## src/hdl/scre_pkg.sv

```systemverilog
// Shared types and constants of the serial command retry engine.
// Used by every module of the block; depends on nothing.
package scre_pkg;

    localparam int QUEUE_DEPTH = 64;
    localparam int QA_W = $clog2(QUEUE_DEPTH);
    localparam int QF_W = $clog2(QUEUE_DEPTH + 1);

    localparam logic [2:0] OP_SUBMIT     = 3'd0;
    localparam logic [2:0] OP_RX         = 3'd1;
    localparam logic [2:0] OP_TICK       = 3'd2;
    localparam logic [2:0] OP_LINK_ERR   = 3'd3;
    localparam logic [2:0] OP_WRITE_DONE = 3'd4;

    localparam logic [2:0] KIND_TX   = 3'd0;
    localparam logic [2:0] KIND_RESP = 3'd1;
    localparam logic [2:0] KIND_DONE = 3'd2;
    localparam logic [2:0] KIND_FAIL = 3'd3;
    localparam logic [2:0] KIND_DROP = 3'd4;

    localparam logic [1:0] CFG_ATTEMPT_LIMIT    = 2'd0;
    localparam logic [1:0] CFG_SETPOINT_ADDRESS = 2'd1;
    localparam logic [1:0] CFG_SETTINGS_ADDRESS = 2'd2;
    localparam logic [1:0] CFG_UNIT_SPACE       = 2'd3;

    localparam logic [15:0] SETPOINT_MAX    = 16'd575;
    localparam logic [15:0] SETTINGS_MASK   = 16'hFFFC;
    localparam logic [2:0]  PACKET_BYTES    = 3'd5;
    localparam logic [7:0]  FULL_WRITE      = 8'd5;
    localparam logic [7:0]  LOW_SPACE_LIMIT = 8'd4;
    localparam logic [6:0]  COUNT_MAX       = 7'd127;
    localparam logic [3:0]  ATTEMPT_MAX     = 4'd15;
    localparam logic [3:0]  ATTEMPT_RESET   = 4'd3;

    typedef enum logic [2:0] {
        EV_SUBMIT,
        EV_RX,
        EV_TICK,
        EV_LINK_ERR,
        EV_WRITE_OK,
        EV_WRITE_SHORT,
        EV_NONE
    } ev_class_t;

    typedef struct packed {
        logic [7:0]  start;
        logic [7:0]  space;
        logic [7:0]  address;
        logic [15:0] payload;
        logic        bundle_end;
    } packet_t;

    typedef struct packed {
        logic [11:0] write_timeout;
        logic [11:0] read_timeout;
        logic [11:0] sleep_ticks;
    } timing_t;

    typedef struct packed {
        packet_t pkt;
        timing_t tim;
    } entry_t;

    typedef struct packed {
        ev_class_t ev_class;
        packet_t   pkt;
        timing_t   tim;
        logic [7:0] rx_byte;
    } event_t;

    typedef struct packed {
        logic [3:0] attempt_limit;
        logic [7:0] setpoint_address;
        logic [7:0] settings_address;
        logic [7:0] unit_space;
    } cfg_t;

endpackage

```

## src/hdl/scre_front.sv

```systemverilog
// Front end: accepts input words, classifies them into events and buffers them.
// Depends on scre_pkg.
module scre_front
    import scre_pkg::*;
(
    input  logic        clk,
    input  logic        rst_n,
    input  logic        in_valid,
    output logic        in_ready,
    input  logic [2:0]  opcode,
    input  logic [7:0]  start_byte,
    input  logic [7:0]  space_id,
    input  logic [7:0]  reg_address,
    input  logic [15:0] payload,
    input  logic        bundle_end,
    input  logic [11:0] write_timeout,
    input  logic [11:0] read_timeout,
    input  logic [11:0] sleep_ticks,
    input  logic [7:0]  rx_byte,
    input  logic [7:0]  write_count,
    output logic        ev_valid,
    input  logic        ev_ready,
    output event_t      ev
);

    event_t     ev_buf_reg [2];
    logic       wr_ptr_reg, wr_ptr_next;
    logic       rd_ptr_reg, rd_ptr_next;
    logic [1:0] count_reg, count_next;
    event_t     ev_in;
    logic       push, pop;

    // Opcodes outside the defined set carry no action and are dropped here.
    always_comb
    begin
        ev_in.pkt.start      = start_byte;
        ev_in.pkt.space      = space_id;
        ev_in.pkt.address    = reg_address;
        ev_in.pkt.payload    = payload;
        ev_in.pkt.bundle_end = bundle_end;
        ev_in.tim.write_timeout = write_timeout;
        ev_in.tim.read_timeout  = read_timeout;
        ev_in.tim.sleep_ticks   = sleep_ticks;
        ev_in.rx_byte        = rx_byte;
        unique case (opcode)
            OP_SUBMIT:     ev_in.ev_class = EV_SUBMIT;
            OP_RX:         ev_in.ev_class = EV_RX;
            OP_TICK:       ev_in.ev_class = EV_TICK;
            OP_LINK_ERR:   ev_in.ev_class = EV_LINK_ERR;
            OP_WRITE_DONE: ev_in.ev_class = (write_count == FULL_WRITE) ? EV_WRITE_OK
                                                                        : EV_WRITE_SHORT;
            default:       ev_in.ev_class = EV_NONE;
        endcase
    end

    assign in_ready = (count_reg != 2'd2);
    assign ev_valid = (count_reg != 2'd0);
    assign ev       = ev_buf_reg[rd_ptr_reg];
    assign push     = in_valid && in_ready && (ev_in.ev_class != EV_NONE);
    assign pop      = ev_valid && ev_ready;

    always_comb
    begin
        wr_ptr_next = push ? ~wr_ptr_reg : wr_ptr_reg;
        rd_ptr_next = pop ? ~rd_ptr_reg : rd_ptr_reg;
        count_next  = count_reg + 2'(push) - 2'(pop);
    end

    always_ff @(posedge clk)
    begin
        if (push)
        begin
            ev_buf_reg[wr_ptr_reg] <= ev_in;
        end
    end

    always_ff @(posedge clk or negedge rst_n)
    begin
        if (!rst_n)
        begin
            wr_ptr_reg <= 1'b0;
            rd_ptr_reg <= 1'b0;
            count_reg  <= 2'd0;
        end
        else
        begin
            wr_ptr_reg <= wr_ptr_next;
            rd_ptr_reg <= rd_ptr_next;
            count_reg  <= count_next;
        end
    end

endmodule

```

## config.mk

```make
export PLATFORM = sky130hd
export DESIGN_NAME = scre_front
export DESIGN_NICKNAME = d
export VERILOG_FILES = /design/src/hdl/scre_pkg.sv /design/src/hdl/scre_front.sv
export SDC_FILE = /design/constraint.sdc
export NUM_CORES = 1
export LEC_CHECK = 0
export ABC_AREA = 1
export BUFFER_PORTS_ARGS = -buffer_cell sky130_fd_sc_hd__buf_4
export CAP_MARGIN = 20
export CORE_MARGIN = 10
export CORE_UTILIZATION = 45
export CTS_CLUSTER_SIZE = 24
export DETAILED_ROUTE_END_ITERATION = 16
export PLACE_DENSITY = 0.68
export SLEW_MARGIN = 20
export SYNTH_ARGS = -nofsm -noshare
export SYNTH_HDL_FRONTEND = slang
export SYNTH_SLANG_ARGS = --single-unit
export TNS_END_PERCENT = 20
```

## constraint.sdc

```tcl
create_clock -name clk -period 5.7 [get_ports clk]
set_input_delay 1.14 -clock clk [delete_from_list [all_inputs] [get_ports clk]]
set_output_delay 1.14 -clock clk [all_outputs]
set_load 0.05 [all_outputs]
```

## Word-level counts from Yosys, hierarchy flattened

Memory sizes are Yosys's and may differ from the RTL's.
Index checks and enable logic that the tools add are counted.

| storage, ports and cells | value |
|---|---|
| logic and storage cells | 24 |
| bits of input ports | 100 |
| output and inout port bits | 90 |
| RAM bits | 176 |
| register bits after elaboration | 4 |
| memories | 1 |

| operators by class | value |
|---|---|
| reduce and logical (&&, ||, !) cells | 5 |
| add/subtract/negate cells | 2 |
| muxes and demuxes | 4 |
| bitwise gates (word level) | 2 |
| equality and inequality tests | 7 |

Memories:

| name | words | bits a word | rd ports | clocked after Yosys merged registers in | wr ports | line | text |
|---|---|---|---|---|---|---|---|
| ev_buf_reg | 2 | 88 | 1 | 0 | 1 | scre_front.sv:26 | `event_t ev_buf_reg [2];` |

Operators by type and width:

| kind | count |
|---|---|
| 3-bit case mux with 5 select lines | 1 |
| 8-bit by 3-bit equality test with 1-bit output, second input constant | 1 |
| 3-bit by 2-bit equality test with 1-bit output, second input constant | 2 |
| 3-bit by 1-bit equality test with 1-bit output, second input constant | 1 |
| 3-bit equality test, second input constant | 1 |
| 1-bit logical AND | 3 |
| 3-bit zero test | 1 |
| 1-bit 2-to-1 mux | 3 |
| 3-bit inequality test, second input constant | 1 |
| 2-bit by 1-bit adder with 2-bit output | 1 |
| 2-bit inequality test, second input constant | 1 |
| 1-bit inverter | 2 |
| 2-bit nonzero test | 1 |
| 2-bit by 1-bit subtractor with 2-bit output | 1 |

## Longest topological paths before layout

Gate-level depths: netlist of the first run.

| depth | value |
|---|---|
| depth after elaboration | 7 |
| gate-level depth with buffers | 10 |
| gate-level depth less buffers | 10 |

## Worst setup path after synthesis of the first run

No wires, ideal clock.

| timing path | value |
|---|---|
| path type | input to register |
| start | input in_valid |
| end | memory ev_buf_reg[1][0] (netlist name) (enable) |
| stages on the path | 3 |
| library setup time | 535 ps |
| required time | 5165 ps |
| data arrival time | 5139 ps |
| buffers on the path | 0 |
| setup slack | 26 ps |
| path through | a21boi_0 -> nand2_1 -> nor2_1 |

| on the way | value |
|---|---|
| cells in the longest elaborated chain, start to end | 4 |

Ends and longest elaborated chain:

| what | line | text |
|---|---|---|
| start, declared | scre_front.sv:8 | `input logic in_valid,` |
| 1-bit logical AND (2 in a row) | scre_front.sv:59 | `assign push = in_valid && in_ready && (ev_in.ev_class != EV_NONE);` |
| 1-bit 2-to-1 mux | scre_front.sv:71 | `if (push)` |
| 1-bit 2-to-1 mux (not written as such) | scre_front.sv:73 | `ev_buf_reg[wr_ptr_reg] <= ev_in;` |
| end, declared | scre_front.sv:26 |  |

No other way between the ends.

==> flow_summary.yaml, run 1 <==
run_status:
  outcome: "finished, final reports clean"
job:
  cap_violations: 0
detailed_routing:
  drtPass1Iterations: 4
  drc: 0
  drt_iter0_drc: 238
  vias_per_cell: 4.722
  drtAntennaViolNets: 0
  vias: 4240
  wl_per_cell_um: 16.53
  wl_um: 14840
placement:
  io_buffers: 189
  post_dp_cell_area_um2: 8310
  routabilityCongestion: 0.7334
  dpl.hpwl_um: 9971
  dpl.cell_count: 867
timing:
  period_needed_ns: 3.817
  maxSlewHeadroom: 0.3227
  skew_ns: 0.007976
  clock.fmax_ghz: 0.2620
  worst_slew_pin_slew_ns: 1.016
  finalMaxSlewViolations: 0
  rsz0062_at_grt: "no"
  post-route-period-util: 0.6697
  hold_violations: 0
  tns_ns: 0
  finalSetupViolCount: 0
synth:
  ys_seq_area_frac: 0.8019
  syn_area_um2: 6715
  synth.distinct_cells: 16
  syn_nets: 613
  syn_inst: 511
  ys_seq_elements: 180
  syn_area_per_cell_um2: 13.14
  yosys_warnings: 0
final_layout:
  final_cell_mix: "280 x nand2_1, 190 x buf_4, 176 x edfxtp_1"
  mostFrequentLayoutCell: "nand2_1"
  syn2layout_area_growth_pct: 32.90
  multi_input_area_um2: 1154
  seq_area_um2: 5389
  final_util: 0.6118
  diodes: 0
  fin_cells: 898
  num-fill-cells: 1138
  finalInstanceArea_um2: 8925
  largest_reg_flops: 176
  nNetsFinal: 805
  drive_above_1_share: 0.3123
clock_network:
  ctsHoldBuffers: 0
  cts_resized: 0
  clk_pin_slew_ns: 0.06
  clk_latency_ns: 0.42
  cts_buffers: 17
  clock-root-buffer: "clkbuf_16"
  cts_setup_buffers: 0
  h-tree-depth: 4
  cts_tree: "done"
  clock_sinks: 180
  cts_max_path_buffers: 2
global_route:
  grt_max_degree: 90
  grt_pass1_wl_um: 23500
  grt.busiest_layer: "met2"
  met1_usage: 0.1711
  globalRouteTotalUtil: 0.1477
  grt_pass1_vias: 4617
  grt_util_met2: 0.2427
  grt_overflow: 0
  antenna_found_initial: 0
  use_met3: 0.05774
worst_setup_path:
  cp-start-kind: "flop"
  crit_path_max_fanout: 89
  path_class: "flop to output pin"
  worstPathRequired_ns: 4.56
  worst_path_most_repeated_cell: "nand2_1"
  cp_slowest_cell: "dfrtp_4"
  cpPeakStageDelay_ns: 1.08
  crit_family: "flip-flops"
  arrival_ns: 2.68
  crit_chain: "inv_4 > nand2_1 > nand2_1 > buf_4"
  end_kind: "output pin"
  crit_buf_inv: 2
power:
  power_leakage_uw: 0.003835
  vdd_ir_drop_max_mv: 0.3679
  power.density_nw_per_um2: 594.5
  p_total_uw: 5305
die:
  rows: 44
  core_area_um2: 14590
  die_area_um2: 20210
  initial_core_util: 0.4603
  dieWidth_um: 142.2
  ioPinCount: 190
  die_h_um: 142.2
min_path:
  min-delay-path-class: "flop to flop"
==> area by class of cell <==
| class | count | share of cell area |
|---|---|---|
| clock buffer | 19 | 0.04851 |
| inverter | 16 | 0.007150 |
| multi-input combinational | 295 | 0.1293 |
| timing repair buffer | 193 | 0.1674 |
| sequential | 180 | 0.6038 |
| tap | 184 | 0.02580 |
| clock inverter | 11 | 0.01808 |
==> cells by family (layout without fill, tap and decap cells) <==
group           after synthesis  count (layout)  share of synthesized area
compound gates                2               2                   0.001863
xor+xnor                      3               3                   0.003914
fa+ha+maj                     2               2                   0.003726
buf+inv                      36             239                    0.02739
flops                       180             180                     0.8019
simple gates                288             288                     0.1612
==> cell usage after synthesis <==
master	instances	area, um^2
nand2_1	280	1051
edfxtp_1	176	5285
inv_1	15	56.30
buf_2	13	65.06
nor2_1	7	26.28
buf_4	4	30.03
dfrtp_1	4	100.1
buf_6	2	22.52
ha_1	2	25.02
xor2_1	2	17.52
a21boi_0	1	7.510
clkbuf_1	1	3.750
inv_4	1	6.260
nand3_1	1	5.000
o21ai_0	1	5.000
xnor2_1	1	8.760
==> worst register-to-register path, delay by kind of cell (launching register included) <==
| family | cells | cell delay (ns) |
|---|---|---|
| DFF | 1 | 1.08 |
| xor gates and xnor gates | 1 | 0.34 |
| buffers and inverters | 1 | 0.64 |
==> report_power, final <==
part	internal, uW	switching [uW]	total, uW
combinational	608	1690	2300
sequential	1690	150	1840
clock	724	450	1170
total	3020	2290	5310
==> final timing paths <==
kind | start | end | slack, ns | cells past startpoint
min | wr_ptr_reg | wr_ptr_reg | 0.49 | 2
min reg2reg | wr_ptr_reg | wr_ptr_reg | 0.49 | 2
min in group asynchronous | rst_n | wr_ptr_reg | 0.51 | 1
max | rd_ptr_reg | ev[14] | 1.88 | 4
max reg2reg | rd_ptr_reg | rd_ptr_reg | 3.48 | 2
max in group asynchronous | rst_n | rd_ptr_reg | 5.07 | 1
==> through the flow <==
stage                     hold WS, ns  setup WS [ns]
after floorplan                0.4419        0.02568
after global placement         0.4578          2.325
after detailed placement       0.4786          2.316
after CTS                      0.4916          1.834
after global routing           0.4889          1.642
final                          0.4912          1.883
==> routing by layer <==
metal / wire length [um] / part of all wire / vias to the layer above
li1: - / - / 2082
met1: 6021 / 0.41 / 1987
met2: 7283 / 0.49 / 155
met3: 1322 / 0.089 / 16
met4: 213 / 0.014 / 0
met5: 0 / 0 / -
Power figures use the tool's default switching activity.
==> inputs of run 2 (changes only) <==
--- a/config.mk
+++ b/config.mk
@@ -12,7 +12,7 @@
 export CORE_UTILIZATION = 45
 export CTS_CLUSTER_SIZE = 24
 export DETAILED_ROUTE_END_ITERATION = 16
-export PLACE_DENSITY = 0.68
+export PLACE_DENSITY = 0.7
 export SLEW_MARGIN = 20
 export SYNTH_ARGS = -nofsm -noshare
 export SYNTH_HDL_FRONTEND = slang
==> constraint.sdc (replaced) <==
create_clock -name clk -period 3.2 [get_ports clk]
set_input_delay 0.64 -clock clk [delete_from_list [all_inputs] [get_ports clk]]
set_output_delay 0.64 -clock clk [all_outputs]
set_load 0.05 [all_outputs]
==> run 2 against run 1 <==
Compared with the run above: clock-buffer cell count grew 2; worst setup slack lost 1.5 ns; sequential power grew 73%; clock skew shrank 0.0015 ns; critical endpoint is now ev[11]; largest cell class unchanged.
==> flow_summary.yaml, run 2 (synthesis results as in run 1) <==
worst_setup_path:
  path_class: "flop to output pin"
  end_kind: "output pin"
  arrival_ns: 2.17
  cp-start-kind: "flop"
  crit_path_max_fanout: 47
  worstPathRequired_ns: 2.56
final_layout:
  drive_above_1_share: 0.3135
  nNetsFinal: 810
  num-fill-cells: 1139
  final_cell_mix: "280 x nand2_1, 194 x buf_4, 176 x edfxtp_1"
  final_util: 0.6128
  mostFrequentLayoutCell: "nand2_1"
  diodes: 0
  syn2layout_area_growth_pct: 33.13
  finalInstanceArea_um2: 8940
  largest_reg_flops: 176
job:
  cap_violations: 0
global_route:
  grt_pass1_vias: 4439
  grt_max_degree: 55
  grt_pass1_wl_um: 22690
  globalRouteTotalUtil: 0.1438
  grt_overflow: 0
  antenna_found_initial: 0
clock_network:
  clk_latency_ns: 0.41
  clock-root-buffer: "clkbuf_16"
  cts_max_path_buffers: 2
  cts_resized: 0
  cts_buffers: 17
  cts_tree: "done"
  h-tree-depth: 4
  cts_setup_buffers: 0
  clock_sinks: 180
  clk_pin_slew_ns: 0.06
  ctsHoldBuffers: 1
die:
  core_area_um2: 14590
  ioPinCount: 190
  die_h_um: 142.2
  rows: 44
  dieWidth_um: 142.2
  initial_core_util: 0.4603
  die_area_um2: 20210
timing:
  tns_ns: 0
  period_needed_ns: 2.812
  maxSlewHeadroom: 0.6317
  worst_slew_pin_slew_ns: 0.5525
  rsz0062_at_grt: "no"
  finalSetupViolCount: 0
  skew_ns: 0.006480
  setup_ws_ns: 0.3879
  post-route-period-util: 0.8788
  finalMaxSlewViolations: 0
  clock.fmax_ghz: 0.3556
  hold_violations: 0
detailed_routing:
  wl_um: 14780
  vias: 4266
  vias_per_cell: 4.714
  drc: 0
  drtPass1Iterations: 4
  drt_iter0_drc: 218
  wl_per_cell_um: 16.33
  drtAntennaViolNets: 0
placement:
  dpl.hpwl_um: 10380
  dp_slack_ns: 0.7909
  post_dp_cell_area_um2: 8354
  io_buffers: 189
  routabilityCongestion: 0.7490
power:
  vdd_ir_drop_max_mv: 0.6392
  power.density_nw_per_um2: 1052
  power_leakage_uw: 0.003847
min_path:
  min-delay-path-class: "primary input to flop"
run_status:
  outcome: "finished, final reports clean"
-- run 2: final timing paths --
kind | startpoint | end | slack (ns) | cells after the start
max | rd_ptr_reg | ev[11] | 0.39 | 5
min | payload[12] | ev_buf_reg[0][57] | 0.41 | 1
max reg2reg | count_reg[1] | ev_buf_reg[0][30] | 1.26 | 4
min reg2reg | wr_ptr_reg | wr_ptr_reg | 0.50 | 2
max in group asynchronous | rst_n | rd_ptr_reg | 2.52 | 2
min in group asynchronous | rst_n | count_reg[1] | 0.57 | 2
-- run 2: power breakdown --
part / switching [uW] / leakage, uW / internal (uW)
registers: 181 / 0.00166 / 3010
clock network: 794 / 0.000274 / 1220
logic: 3100 / 0.00192 / 1100
-- run 2: routing by layer --
metal	GRT usage	vias up	part of all wire
li1	-	2093	-
met1	0.1646	2025	0.41
met2	0.2325	136	0.49
met3	0.06676	12	0.095
met4	0.05056	0	0.0087
met5	0	-	0
-- run 2: worst max-delay path, cell delays in order, from the launching register on --
cell and delay [ns]:
dfrtp_4 0.70, inv_4 0.35, buf_12 0.27, nand2_1 0.09, nand2_1 0.10, buf_4 0.21
-- run 2: area by class of cell --
| type | count | area (um^2) | area share |
|---|---|---|---|
| inverters | 16 | 65.06 | 0.007278 |
| well taps | 184 | 230.2 | 0.02575 |
| repair buffers | 198 | 1526 | 0.1707 |
| clock buffers | 21 | 440.4 | 0.04927 |
| clock inverters | 11 | 135.1 | 0.01512 |
| flip-flops and latches | 180 | 5389 | 0.6028 |
| multi-input cells | 295 | 1154 | 0.1290 |
-- run 2: stage by stage --
step / hold WS (ns) / total power [uW] / instances
global placement: 0.4392 / 7451 / 872
finish: 0.4087 / 9403 / 905
global route: 0.3848 / 9854 / 905
floorplan: 0.3444 / 6141 / 511
detailed placement: 0.4410 / 7508 / 872
CTS: 0.3876 / 9522 / 905
